## src/sv/fpa_pkg.sv

```systemverilog
// ----------------------------------------------------------------------------
// fpa_pkg
// Operation codes and shared control types for the fixed-point ALU.
// ----------------------------------------------------------------------------
package fpa_pkg;

  localparam int unsigned WordW = 32;

  typedef enum logic [3:0] {
    OP_ADD      = 4'd0,
    OP_SUB      = 4'd1,
    OP_MUL      = 4'd2,
    OP_DIV      = 4'd3,
    OP_GT       = 4'd4,
    OP_LT       = 4'd5,
    OP_GE       = 4'd6,
    OP_LE       = 4'd7,
    OP_EQ       = 4'd8,
    OP_NE       = 4'd9,
    OP_MIN      = 4'd10,
    OP_MAX      = 4'd11,
    OP_INC      = 4'd12,
    OP_DEC      = 4'd13,
    OP_FROM_INT = 4'd14,
    OP_TO_INT   = 4'd15
  } fpa_op_t;

  // Control that rides along each pipeline slot
  typedef struct packed {
    logic vld;
    logic is_div;
    logic neg;
    logic dz;
    logic flag;
  } fpa_ctl_t;

endpackage

```

## src/sv/fpa_div_cell.sv

```systemverilog
// ----------------------------------------------------------------------------
// fpa_div_cell
// One restoring-division step; also carries the finished result of other ops.
// ----------------------------------------------------------------------------
module fpa_div_cell
  import fpa_pkg::*;
#(
  parameter int unsigned DW = 40
) (
  input  logic          clk,
  input  logic          rst_n,
  input  logic          en,
  input  fpa_ctl_t      ctl_i,
  input  logic [31:0]   res_i,
  input  logic [31:0]   rem_i,
  input  logic [DW-1:0] dvd_i,
  input  logic [31:0]   mb_i,
  input  logic [31:0]   q_i,
  output fpa_ctl_t      ctl_o,
  output logic [31:0]   res_o,
  output logic [31:0]   rem_o,
  output logic [DW-1:0] dvd_o,
  output logic [31:0]   mb_o,
  output logic [31:0]   q_o
);

  fpa_ctl_t      ctl_r;
  logic [31:0]   res_r, mb_r, rem_r, rem_nxt, q_r, q_nxt;
  logic [DW-1:0] dvd_r, dvd_nxt;
  logic [32:0]   trial, diff;
  logic          ge;

  always_comb begin
    trial   = {rem_i, dvd_i[DW-1]};
    diff    = trial - {1'b0, mb_i};
    ge      = (trial >= {1'b0, mb_i});
    // remainder stays below the divisor, so 32 bits hold it
    rem_nxt = ge ? diff[31:0] : trial[31:0];
    dvd_nxt = {dvd_i[DW-2:0], 1'b0};
    q_nxt   = {q_i[30:0], ge};
  end

  always_ff @(posedge clk) begin
    if (!rst_n) begin
      ctl_r <= '0;
    end else if (en) begin
      ctl_r <= ctl_i;
    end
  end

  always_ff @(posedge clk) begin
    if (en) begin
      res_r <= res_i;
      rem_r <= rem_nxt;
      dvd_r <= dvd_nxt;
      mb_r  <= mb_i;
      q_r   <= q_nxt;
    end
  end

  assign ctl_o = ctl_r;
  assign res_o = res_r;
  assign rem_o = rem_r;
  assign dvd_o = dvd_r;
  assign mb_o  = mb_r;
  assign q_o   = q_r;

endmodule

```

## config.mk

```make
export PLATFORM = sky130hd
export DESIGN_NAME = fpa_div_cell
export DESIGN_NICKNAME = d
export VERILOG_FILES = /design/src/sv/fpa_pkg.sv /design/src/sv/fpa_div_cell.sv
export SDC_FILE = /design/constraint.sdc
export NUM_CORES = 1
export LEC_CHECK = 0
export ABC_AREA = 0
export BUFFER_PORTS_ARGS = -buffer_cell sky130_fd_sc_hd__buf_2
export CAP_MARGIN = 10
export CELL_PAD_IN_SITES_DETAIL_PLACEMENT = 0
export CELL_PAD_IN_SITES_GLOBAL_PLACEMENT = 2
export CORE_MARGIN = 1
export CORE_UTILIZATION = 29
export DETAILED_ROUTE_END_ITERATION = 8
export PLACE_DENSITY = 0.79
export SLEW_MARGIN = 20
export SYNTH_ARGS = -nofsm -noshare
export SYNTH_HDL_FRONTEND = slang
export SYNTH_SLANG_ARGS = --single-unit
```

## constraint.sdc

```tcl
create_clock -name clk -period 4.5 [get_ports clk]
set_clock_uncertainty 0.15 [all_clocks]
set_input_delay 0.675 -clock clk [delete_from_list [all_inputs] [get_ports clk]]
set_output_delay 0.675 -clock clk [all_outputs]
set_load 0.02 [all_outputs]
```

### Word level (Yosys, flattened, before mapping)

Index checks and enable logic that the tools add are counted.

| word-level totals | value |
|---|---|
| register bits | 172 |
| bits of input ports | 176 |
| output and inout bits | 173 |
| word-level logic and storage cells | 13 |

| operators by class | value |
|---|---|
| $add $sub $neg | 1 |
| order comparisons | 1 |
| mux-type cells | 1 |

Operator list:

| cell | number |
|---|---|
| >= comparator 33 x 32 -> 1 bit | 1 |
| 2-to-1 mux 32 bit | 1 |
| subtractor 32 bit | 1 |

### Logic depth before layout (Yosys ltp)

| depth | value |
|---|---|
| depth after elaboration | 2 |
| depth in mapped cells | 13 |
| gate-level depth less buffers | 12 |

### Least setup slack after synthesis

Ideal clock, no wire load.

| timing path | value |
|---|---|
| path kind | in2reg |
| from | in mb_i[7] |
| to | reg rem_r[13] (netlist: rem_o[13]) (data pin) |
| setup time | 0.262 ns |
| data arrival time | 3.184 ns |
| slack | 0.904 ns |
| stages | 12 |
| buffers on the path | 2 |
| cell sequence | inv_1 ha_1 buf_2 nand4_1 or4_1 a21oi_1 nor3_1 a211oi_2 o21ai_2 o31ai_4 buf_4 mux2_1 |

| between the ends | value |
|---|---|
| word-level cells in the longest chain between the ends | 2 |
| elaborated cells between the ends (all ways) | 3 |

Ends and longest elaborated chain:

| what | line | text |
|---|---|---|
| start, declared | fpa_div_cell.sv:17 | `input logic [31:0] mb_i,` |
| subtractor 32 bit or >= comparator 33 x 32 -> 1 bit (tied branches) | fpa_div_cell.sv:35, fpa_div_cell.sv:36 |  |
| 2-to-1 mux 32 bit * | fpa_div_cell.sv:38 | `rem_nxt = ge ? diff[31:0] : trial[31:0];` |
| named net rem_nxt[13] | fpa_div_cell.sv:28 | `logic [31:0] res_r, mb_r, rem_r, rem_nxt, q_r, q_nxt;` |
| end signal, assigned | fpa_div_cell.sv:54 | `rem_r <= rem_nxt;` |
| end, declared | fpa_div_cell.sv:28 |  |

Mark *: on every way through the listed nets, which the timed path passes. The rest lies on a longest branch.
A chain may end at the register's enable or synchronous reset.

### Worst setup path after layout

| timing path | value |
|---|---|
| from | in dvd_i[39] |
| to | reg rem_r[30] (netlist: rem_o[30]) (data pin) |

| between the ends | value |
|---|---|
| word-level cells in the longest chain between the ends | 2 |
| elaborated cells between the ends (all ways) | 3 |

Ends and longest elaborated chain:

| what | line | text |
|---|---|---|
| start, declared | fpa_div_cell.sv:16 | `input logic [DW-1:0] dvd_i,` |
| subtractor 32 bit or >= comparator 33 x 32 -> 1 bit (tied branches) | fpa_div_cell.sv:35, fpa_div_cell.sv:36 |  |
| 2-to-1 mux 32 bit * | fpa_div_cell.sv:38 |  |
| named net rem_nxt[30] | fpa_div_cell.sv:28 |  |

Marks and branches as above.

==> reports/results.ini <==
[timing]
tightest_slew_ps=560
rsz0062_at_grt=no
finalSetupViolations=0
tns_ps=0
maxSlewHeadroom_pct=62.5
max_clock_freq_ghz=0.261
drv_slew=0
post-route-min-period_ps=3830
finalHoldViolCount=0
fin_crit_sh_pct=85.1

[die]
ios=349
fp.dieH_um=162
core_mm2=0.0251
die-area_mm2=0.0262
initial_core_util_pct=29.6
dieWidth_um=162
rows=58

[finish]
register_area_mm2=0.00511
drive_gt1_share_pct=43.9
fin_area_mm2=0.0101
layout.nets=1089
antennaDiodeCount=0
nFillCells=2501
area_growth_syn_to_layout_pct=36.0
multiInputGateArea_mm2=0.00206

[synthesis]
yosysMostFrequentCell=edfxtp_1
synth_ff_type=edfxtp_1
avgSynthCellArea_um2=14.0
synth_area_leader_cell=edfxtp_1
syn_nets=739
synthCells=530
syn_area_mm2=0.00742
synth_seq_cells=172
yosysTopAreaCellShare_pct=67.6
synth-edff-count=167
synthArstFlopShare_pct=0
synth.distinct_cells=50
yosys-top-cells-count=167 x edfxtp_1, 56 x a21oi_1, 38 x inv_1, 35 x nor2_1, 32 x ha_1
synthTopCellsByArea=edfxtp_1 68%, ha_1 5.4%, a21oi_1 3.8%, inv_1 1.9%, nor2_1 1.8%
yosysWarnings=0
ys_seq_area_share_pct=68.9

[cts]
clock_latency_ps=430
clock-sinks=172
ctsLongestPathBuffers=2
cts_buffers=17
cts_setup_buffers=0
hold_buffers=0
cts.htree.levels=4
path_clk_slew_ps=80
cts_resized=0
cts_tree=built
cts-root-buf=clkbuf_16

[pwr]
p_clk_share_pct=34.2
ir_drop_mv=0.217
p_sw_w=0.00125
cellPowerDensity_mw_per_mm2=418
pwr-share-comb_pct=19.2
p_total_w=0.00422
switching_share_pct=29.6
seqPwrFrac_pct=46.6
p_int_w=0.00297
leakagePower_nw=4.42

[global_routing]
grt_pass1_vias=5393
grt_start_max_net_pins=83
grtUsageMet2_pct=26.7
grt-busiest-layer=met2
track_usage_pct=15.0
grt_use_met1_pct=17.9
grt.met3_usage_pct=4.16
grt-ovfl-total=0
grt_pass1_wl_um=29700
antenna_found_initial=1

[place]
portBuffers=346
dpl.hpwl_um=15700
post_dp_cell_area_mm2=0.00952
place_congestion=0.769

[worst_setup_path]
r2r_end=ctl_o[4]$_SDFFE_PN0P_
reg2reg_slack_ps=3750
arrival_ps=3860
endpoint_kind=register
crit_fanout=4
worstRegToRegCells=2
r2r_start=ctl_o[4]$_SDFFE_PN0P_
required_ps=4530
start_kind=primary input
endpoint=rem_o[30]$_DFFE_PP_
worstSetupStartpoint=dvd_i[39]
path_class=in2reg

[routing]
wl_per_cell_um=16.5
vias_per_cell=4.40
dr.pass1.iters=4
initialDrtViolationCount=314
final_antenna_net_count=0
drc_errors=0
routed_wl_um=20200
vias=5386

[flow_run]
drv_cap=0

[outcome]
status=finished clean

[worst_hold_path]
holdCritPathClass=in2reg

[registers in the layout, summed over array words and instances (netlist names)]
| name | flops |
|---|---|
| ctl_o | 5 |
| dvd_o | 39 |
| rem_o | 32 |
| q_o | 32 |
| mb_o | 32 |
| res_o | 32 |
[power by group through the flow]
| stage | clock network [W] | registers, W | logic [W] |
|---|---|---|---|
| 4_1_cts | 0.00150 | 0.00197 | 0.000822 |
| 3_3_place_gp | 0 | 0.00200 | 0.000815 |
| 6_report | 0.00145 | 0.00197 | 0.000810 |
| 3_5_place_dp | 0 | 0.00200 | 0.000819 |
| 5_1_grt | 0.00155 | 0.00198 | 0.000882 |
| 2_1_floorplan | 0 | 0.00221 | 0.000283 |
[worst min path at each step]
stage | start | endpoint | slack [ps] | cells past startpoint
after floorplan | ctl_o[0]$_SDFFE_PN0P_ | ctl_o[0]$_SDFFE_PN0P_ | 440 | 2
after global placement | ctl_o[4]$_SDFFE_PN0P_ | ctl_o[4]$_SDFFE_PN0P_ | 340 | 2
after CTS | res_i[0] | res_o[0]$_DFFE_PP_ | 240 | 1
after detailed placement | ctl_o[3]$_SDFFE_PN0P_ | ctl_o[3]$_SDFFE_PN0P_ | 350 | 2
after global routing | res_i[0] | res_o[0]$_DFFE_PP_ | 230 | 1
final | res_i[0] | res_o[0]$_DFFE_PP_ | 260 | 1
[critical path: stages]
cell	delay, ps
buf_2	90
inv_1	40
ha_1	210
fa_1	400
nand2b_1	180
a21oi_1	180
o21ai_0	210
o311a_1	390
a31oi_1	320
a21oi_1	240
o41ai_1	440
xor2_1	120
mux2_1	340
[routing by layer]
layer,up-vias,share of wire (%),wire length (µm)
li1,2671,-,-
met1,2519,42,8560
met2,183,51,10200
met3,11,6.3,1270
met4,2,0.65,131
met5,-,0.084,17
[layout make-up]
class | count | share of cell area (%)
Sequential cell | 172 | 50.7
Multi-Input combinational cell | 300 | 20.4
Timing Repair Buffer | 351 | 17.7
Clock buffer | 18 | 4.25
Tap cell | 330 | 4.09
Clock inverter | 14 | 1.45
Inverter | 38 | 1.41
[cell families (layout without fill, tap and decap cells)]
group | after synthesis | after routing | share of synthesized area [%]
DFF | 172 | 172 | 68.9
AOI/OAI and AO/OA | 119 | 119 | 9.86
and+or+nand+nor | 104 | 104 | 6.69
buffers and inverters | 58 | 421 | 3.29
adders and majority gates | 33 | 33 | 5.67
xor gates and xnor gates | 27 | 27 | 3.19
muxes | 16 | 16 | 2.33
other | 1 | 1 | 0.0505
[per-stage QoR]
stage               worst slack [ps]  utilization [%]  hold slack [ps]  std cells
finish                           672             40.2              265       1223
global route                     457             40.2              233       1223
floorplan                        904                -              440        530
CTS                              674             40.2              244       1223
global placement                 278             37.9              344       1191
detailed placement               232             37.9              353       1191
[placed cells by master, fill, tap and decap left out, types with 8 or more instances in the layout]
master / n
a21oi_1: 56
edfxtp_1: 167
buf_2: 345
xor2_1: 12
nor2b_1: 8
clkbuf_16: 17
xnor2_1: 15
inv_1: 38
nor2_1: 35
nand4_1: 8
ha_1: 32
a21o_1: 12
nand2_1: 26
o21ai_0: 16
nand3_1: 8
Note: power is estimated with default switching activity, not from simulation.
