`config.mk`:
```
export PLATFORM = sky130hd
export DESIGN_NAME = fpa_prep
export DESIGN_NICKNAME = d
export VERILOG_FILES = /design/src/sv/fpa_pkg.sv /design/src/sv/fpa_prep.sv
export SDC_FILE = /design/constraint.sdc
export NUM_CORES = 2
export LEC_CHECK = 0
export BUFFER_PORTS_ARGS = -buffer_cell sky130_fd_sc_hd__buf_2
export CORE_MARGIN = 5
export CORE_UTILIZATION = 38
export DETAILED_ROUTE_END_ITERATION = 8
export SLEW_MARGIN = 20
export SYNTH_ARGS = -nofsm -noshare
export SYNTH_HDL_FRONTEND = slang
export SYNTH_SLANG_ARGS = --single-unit
export TNS_END_PERCENT = 1
```
`constraint.sdc`:
```
create_clock -name clk -period 10.4 [get_ports clk]
set_clock_uncertainty 0.2 [all_clocks]
set_input_delay 0 -clock clk [delete_from_list [all_inputs] [get_ports clk]]
set_output_delay 0 -clock clk [all_outputs]
set_load 0.01 [all_outputs]
```
`src/sv/fpa_pkg.sv`:
```
// ----------------------------------------------------------------------------
// fpa_pkg
// Operation codes and shared control types for the fixed-point ALU.
// ----------------------------------------------------------------------------
package fpa_pkg;

  localparam int unsigned WordW = 32;

  typedef enum logic [3:0] {
    OP_ADD      = 4'd0,
    OP_SUB      = 4'd1,
    OP_MUL      = 4'd2,
    OP_DIV      = 4'd3,
    OP_GT       = 4'd4,
    OP_LT       = 4'd5,
    OP_GE       = 4'd6,
    OP_LE       = 4'd7,
    OP_EQ       = 4'd8,
    OP_NE       = 4'd9,
    OP_MIN      = 4'd10,
    OP_MAX      = 4'd11,
    OP_INC      = 4'd12,
    OP_DEC      = 4'd13,
    OP_FROM_INT = 4'd14,
    OP_TO_INT   = 4'd15
  } fpa_op_t;

  // Control that rides along each pipeline slot
  typedef struct packed {
    logic vld;
    logic is_div;
    logic neg;
    logic dz;
    logic flag;
  } fpa_ctl_t;

endpackage

```
`src/sv/fpa_prep.sv`:
```
// ----------------------------------------------------------------------------
// fpa_prep
// Entry stage: evaluates every operation but divide and sets up the divider.
// ----------------------------------------------------------------------------
module fpa_prep
  import fpa_pkg::*;
#(
  parameter int unsigned FRACTION_BITS = 8,
  parameter int unsigned DW            = 32 + FRACTION_BITS
) (
  input  logic               clk,
  input  logic               rst_n,
  input  logic               en,
  input  logic               in_vld,
  input  logic [3:0]         action,
  input  logic signed [31:0] operand_a,
  input  logic signed [31:0] operand_b,
  output fpa_ctl_t           ctl_o,
  output logic [31:0]        res_o,
  output logic [DW-1:0]      dvd_o,
  output logic [31:0]        mb_o
);

  fpa_ctl_t           ctl_r, ctl_nxt;
  logic [31:0]        res_r, res_nxt;
  logic [DW-1:0]      dvd_r, dvd_nxt;
  logic [31:0]        mb_r, mb_nxt;
  logic signed [63:0] prod;
  logic signed [63:0] prod_sh;
  logic signed [31:0] a_sh;
  logic [31:0]        ma;
  fpa_op_t            op;

  always_comb begin
    op      = fpa_op_t'(action);
    prod    = 64'(operand_a) * 64'(operand_b);
    prod_sh = prod >>> FRACTION_BITS;
    a_sh    = operand_a >>> FRACTION_BITS;
    ma      = operand_a[31] ? 32'(-operand_a) : 32'(operand_a);
    mb_nxt  = operand_b[31] ? 32'(-operand_b) : 32'(operand_b);
    dvd_nxt = DW'(ma) << FRACTION_BITS;
    res_nxt = '0;
    ctl_nxt = '0;
    ctl_nxt.vld = in_vld;
    unique case (op)
      OP_ADD:      res_nxt = 32'(operand_a + operand_b);
      OP_SUB:      res_nxt = 32'(operand_a - operand_b);
      OP_MUL:      res_nxt = prod_sh[31:0];
      OP_DIV: begin
        ctl_nxt.is_div = 1'b1;
        ctl_nxt.neg    = operand_a[31] ^ operand_b[31];
        ctl_nxt.dz     = (operand_b == '0);
      end
      OP_GT:       ctl_nxt.flag = operand_a >  operand_b;
      OP_LT:       ctl_nxt.flag = operand_a <  operand_b;
      OP_GE:       ctl_nxt.flag = operand_a >= operand_b;
      OP_LE:       ctl_nxt.flag = operand_a <= operand_b;
      OP_EQ:       ctl_nxt.flag = operand_a == operand_b;
      OP_NE:       ctl_nxt.flag = operand_a != operand_b;
      OP_MIN:      res_nxt = (operand_a < operand_b) ? operand_a : operand_b;
      OP_MAX:      res_nxt = (operand_a > operand_b) ? operand_a : operand_b;
      OP_INC:      res_nxt = 32'(operand_a + 32'sd1);
      OP_DEC:      res_nxt = 32'(operand_a - 32'sd1);
      OP_FROM_INT: res_nxt = 32'(operand_a << FRACTION_BITS);
      OP_TO_INT:   res_nxt = a_sh;
      default:     res_nxt = '0;
    endcase
  end

  always_ff @(posedge clk) begin
    if (!rst_n) begin
      ctl_r <= '0;
    end else if (en) begin
      ctl_r <= ctl_nxt;
    end
  end

  always_ff @(posedge clk) begin
    if (en) begin
      res_r <= res_nxt;
      dvd_r <= dvd_nxt;
      mb_r  <= mb_nxt;
    end
  end

  assign ctl_o = ctl_r;
  assign res_o = res_r;
  assign dvd_o = dvd_r;
  assign mb_o  = mb_r;

endmodule

```
### Word level (Yosys, flattened, before mapping)

Cells that the tools add are included.

| word-level totals | value |
|---|---|
| register bits after elaboration | 101 |
| input bits | 72 |
| word-level logic and storage cells | 48 |

| cells by class | value |
|---|---|
| add/subtract/negate cells | 6 |
| multiply operators | 1 |
| order comparisons | 4 |
| equality and inequality tests | 17 |
| muxes and demuxes | 7 |
| bitwise gates (word level) | 1 |
| reductions and logical operators | 2 |

Operator list:

| cell | number |
|---|---|
| 32-bit case mux with 9 select lines | 1 |
| 32-bit 2-to-1 mux | 2 |
| 32-bit negation | 2 |
| 31-bit 2-to-1 mux | 2 |
| 32-bit by 32-bit multiplier with 40-bit output | 1 |
| 32-bit by 2-bit adder with 32-bit output (second input constant) | 1 |
| 32-bit adder | 1 |
| 32-bit equality test | 1 |
| 4-bit equality test (second input constant) | 8 |
| 32-bit greater-or-equal comparator | 1 |
| 32-bit greater-than comparator | 1 |
| 32-bit less-or-equal comparator | 1 |
| 32-bit zero test | 1 |
| 32-bit less-than comparator | 1 |
| 32-bit != test | 1 |
| 32-bit by 2-bit subtractor with 32-bit output (second input constant) | 1 |
| 32-bit subtractor | 1 |
| 4-bit by 3-bit equality test with 1-bit output (second input constant) | 4 |
| 4-bit by 2-bit equality test with 1-bit output (second input constant) | 2 |
| 1-bit case mux with 6 select lines | 1 |
| 4-bit by 1-bit equality test with 1-bit output (second input constant) | 1 |
| 4-bit zero test | 1 |
| 3-bit 2-to-1 mux | 1 |
| 1-bit bitwise XOR | 1 |

### Depth between registers and ports, before layout

| depth | value |
|---|---|
| word-level depth | 3 |
| mapped depth | 27 |

### Worst setup path before layout

OpenSTA, ideal clock, no wires.

| timing | value |
|---|---|
| kind | input-to-reg |
| start | input operand_b[8] |
| end | register res_r[28], in the netlist res_o[28] (data pin) |
| arrival | 7.181 ns |
| path slack | 2.760 ns |
| cell stages on the path | 23 |
| cells stage by stage | clkbuf_1 -> clkbuf_1 -> clkbuf_1 -> nand2_1 -> fa_1 -> fa_1 -> fa_1 -> fa_1 -> inv_1 -> fa_1 -> fa_1 -> fa_1 -> fa_1 -> ha_1 -> a21oi_1 -> o21bai_1 -> a21o_1 -> a21o_1 -> a221oi_1 -> mux2i_1 -> a221o_1 -> a221o_1 -> a211o_1 |

| on the way | value |
|---|---|
| word-level cells in the longest chain between the ends | 3 |
| elaborated cells between the ends (all ways) | 8 |
| those cells by class | 2 x add/sub; 1 x mul; 2 x order compare; 3 x mux |

Ends and longest elaborated chain:

| item | line | text |
|---|---|---|
| from (decl) | fpa_prep.sv:17 | `input logic signed [31:0] operand_b,` |
| parallel branches: the longest is 2 deep, another holds 32-bit by 32-bit multiplier with 40-bit output | -- |  |
| 32-bit case mux with 9 select lines (*) | fpa_prep.sv:45 | `unique case (op)` |
| named net res_nxt[28] | fpa_prep.sv:25 | `logic [31:0] res_r, res_nxt;` |
| to (signal assigned) | fpa_prep.sv:80 | `res_r <= res_nxt;` |
| to (decl) | fpa_prep.sv:25 |  |

Mark *: on every way through the listed nets, which the timed path passes.
A chain may end at the register's enable or synchronous reset.

### Final worst setup path

| timing | value |
|---|---|
| start | input operand_a[0] |
| end | register res_r[11], in the netlist res_o[11] (data pin) |

| on the way | value |
|---|---|
| word-level cells in the longest chain between the ends | 3 |
| elaborated cells between the ends (all ways) | 10 |
| those cells by class | 4 x add/sub; 1 x mul; 2 x order compare; 3 x mux |

Ends and longest elaborated chain:

| item | line | text |
|---|---|---|
| from (decl) | fpa_prep.sv:16 | `input logic signed [31:0] operand_a,` |
| parallel branches: the longest is 2 deep, another holds 32-bit by 32-bit multiplier with 40-bit output | -- |  |
| 32-bit case mux with 9 select lines (*) | fpa_prep.sv:45 |  |
| named net res_nxt[11] | fpa_prep.sv:25 |  |

Marked as above.

==> reports/metrics.yaml <==
outcome: "complete, no violations"
path_class: "in -> reg"
syn-cell-area_um2: 33030
insertion_delay_ns: 0.37
period_share_pct: 80.46
layout_setup_ws_ns: 2.032
synthCells: 3681
ys_warn_count: 0
hold_viol_final: 0
fin_tns_setup_ns: 0
vias_per_cell: 5.439
numCtsBuffers: 9
drt-total-wl_um: 114000
cts_resized: 0
postLayoutCoreUtil_pct: 40.91
port_buffers: 172
post_cts_buffers: 0
crit_slowest_cell: "dlygate4sd3_1"
cp-start-kind: "input pin"
hold_class: "in -> reg"
grt.overflow.total: 0
final_common_cell: "inv_1"
die_h_um: 304.8
grt_max_degree: 58
synth_edf_count: 96
antenna_found_initial: 5
max_freq_mhz: 119.5
synth_flop_cell: "edfxtp_1"
die_width_um: 304.8
setup_viol: 0
drt_iter0_markers: 2254
ys_types: 82
post-place-ws_ns: 1.867
dr.pass1.iters: 6
tightestPinTransition_ns: 1.079
crit_path_end_kind: "register"
rows: 108
grt_pass1_wl_um: 175100
finalWeightedCongestion: 1.003
min_period_ns: 8.368
first_global_vias: 28110
crit_path_max_fanout: 17
clkTransAtPathRegs_ns: 0.10
rsz0062_at_grt: "false"
wl_per_cell_um: 23.40
layout_common_cells: "inv_1 (698), fa_1 (644), and2_1 (404)"
dieArea_um2: 92920
start_util_pct: 38.20
syn_avg_cell_area_um2: 8.974
finalMaxSlewViolations: 0
slew_headroom_pct: 28.08
vias: 26500
maxCapViolCount: 0
cp.required_ns: 10.28
clockRootBuffer: "clkbuf_16"
async_reset_ff_share_pct: 0
ctsHtreeMaxLevel: 3
drc: 0
ant_nets: 0
critPathArrivalTime_ns: 8.25
cts_tree: "done"
cp_common_cell: "fa_1"
critPathBufInv: 8
nNetsFinal: 4662
crit_family: "adder cells"
drive_gt1_share_pct: 7.570
yosysSeqAreaShare_pct: 9.030
dp_hpwl_um: 89070
track_usage_pct: 24.53
io_pins: 181
cts_hold_buf: 15
clockBufferDepth: 2
cts_sinks: 101
core_area_um2: 86480
ys_ff_latch: 101
cp_slowest_stage_delay_ns: 0.53
area_growth_pct: 7.117
fill_cells: 8740
## sequential cells by signal, summed over array words and instances, names as in the netlist
register,flops
mb_o,32
ctl_o,5
res_o,32
dvd_o,32
## metal layers
layer	vias up	wire (µm)	GRT usage (%)
met3	303	7957	3.250
li1	11470	-	-
met5	-	0	0
met4	0	7015	12.30
met1	13640	44620	31.26
met2	1089	54410	41.16
## path summary, 6_finish.rpt
path	start	endpoint	slack (ns)	cells after the start
setup reg to reg	ctl_o[4]$_SDFFE_PN0P_	ctl_o[4]$_SDFFE_PN0P_	9.05	3
hold / removal	operand_a[30]	dvd_o[38]$_DFFE_PP_	0.03	2
setup / recovery	operand_a[0]	res_o[11]$_DFFE_PP_	2.03	26
hold reg to reg	ctl_o[3]$_SDFFE_PN0P_	ctl_o[3]$_SDFFE_PN0P_	0.28	2
## through the flow
step / cell area (µm²) / hold slack [ns] / instances
after global placement: 34890 / 0.03789 / 4835
after detailed placement: 34910 / 0.05206 / 4836
final: 35380 / 0.03457 / 4872
after global routing: 35380 / 0.02779 / 4870
after CTS: 35370 / 0.003632 / 4867
after floorplan: 33060 / -0.1044 / 3688
## layout make-up
| type | count | area [µm²] | area share (%) |
|---|---|---|---|
| Timing Repair Buffer | 242 | 1446 | 4.088 |
| Sequential cell | 101 | 2983 | 8.430 |
| Multi-Input combinational cell | 2653 | 26560 | 75.07 |
| Tap cell | 1155 | 1445 | 4.084 |
| Antenna cell | 5 | 12.51 | 0.03536 |
| Clock inverter | 7 | 81.33 | 0.2298 |
| Inverter | 700 | 2628 | 7.426 |
| Clock buffer | 9 | 225.2 | 0.6365 |
## Yosys cell counts (10+ instances only)
| cell | number | area, µm² |
|---|---|---|
| inv_1 | 698 | 2620 |
| fa_1 | 644 | 12890 |
| and2_1 | 404 | 2527 |
| nand2_1 | 387 | 1453 |
| ha_1 | 239 | 2990 |
| clkbuf_1 | 211 | 792.0 |
| xnor2_1 | 176 | 1541 |
| nor2_1 | 123 | 461.7 |
| a21oi_1 | 121 | 605.6 |
| edfxtp_1 | 96 | 2883 |
| o21ai_0 | 84 | 420.4 |
| a21o_1 | 39 | 292.8 |
| xor2_1 | 36 | 315.3 |
| nand3_1 | 32 | 160.2 |
| nand4_1 | 23 | 143.9 |
| nor3_1 | 22 | 110.1 |
| a221oi_1 | 20 | 175.2 |
| nand2b_1 | 20 | 125.1 |
| a221o_1 | 17 | 170.2 |
| or3_1 | 15 | 93.84 |
| o211ai_1 | 14 | 105.1 |
| a222oi_1 | 13 | 130.1 |
| buf_1 | 13 | 48.80 |
| mux2i_1 | 13 | 130.1 |
| nor4_1 | 13 | 81.33 |
| o31ai_1 | 13 | 97.59 |
| a22oi_1 | 12 | 90.09 |
| o21a_1 | 11 | 82.58 |
| nor2b_1 | 10 | 62.56 |
| o21bai_1 | 10 | 75.07 |
| or4_1 | 10 | 75.07 |
## logic make-up (layout without fill, tap and decap cells)
kind of cell	count (synthesis)	count (layout)	synth area share, %
other	1	13	0.01135
muxes	15	15	0.4621
and+or+nand+nor	1098	1098	17.06
adders and majority gates	883	883	48.08
buffers and inverters	934	958	10.73
xor gates and xnor gates	213	213	5.689
AOI/OAI and AO/OA	436	436	8.931
DFF	101	101	9.030
Power is not shown: default switching activity piles up to over one toggle a cycle in this logic, so the estimate is an artifact.
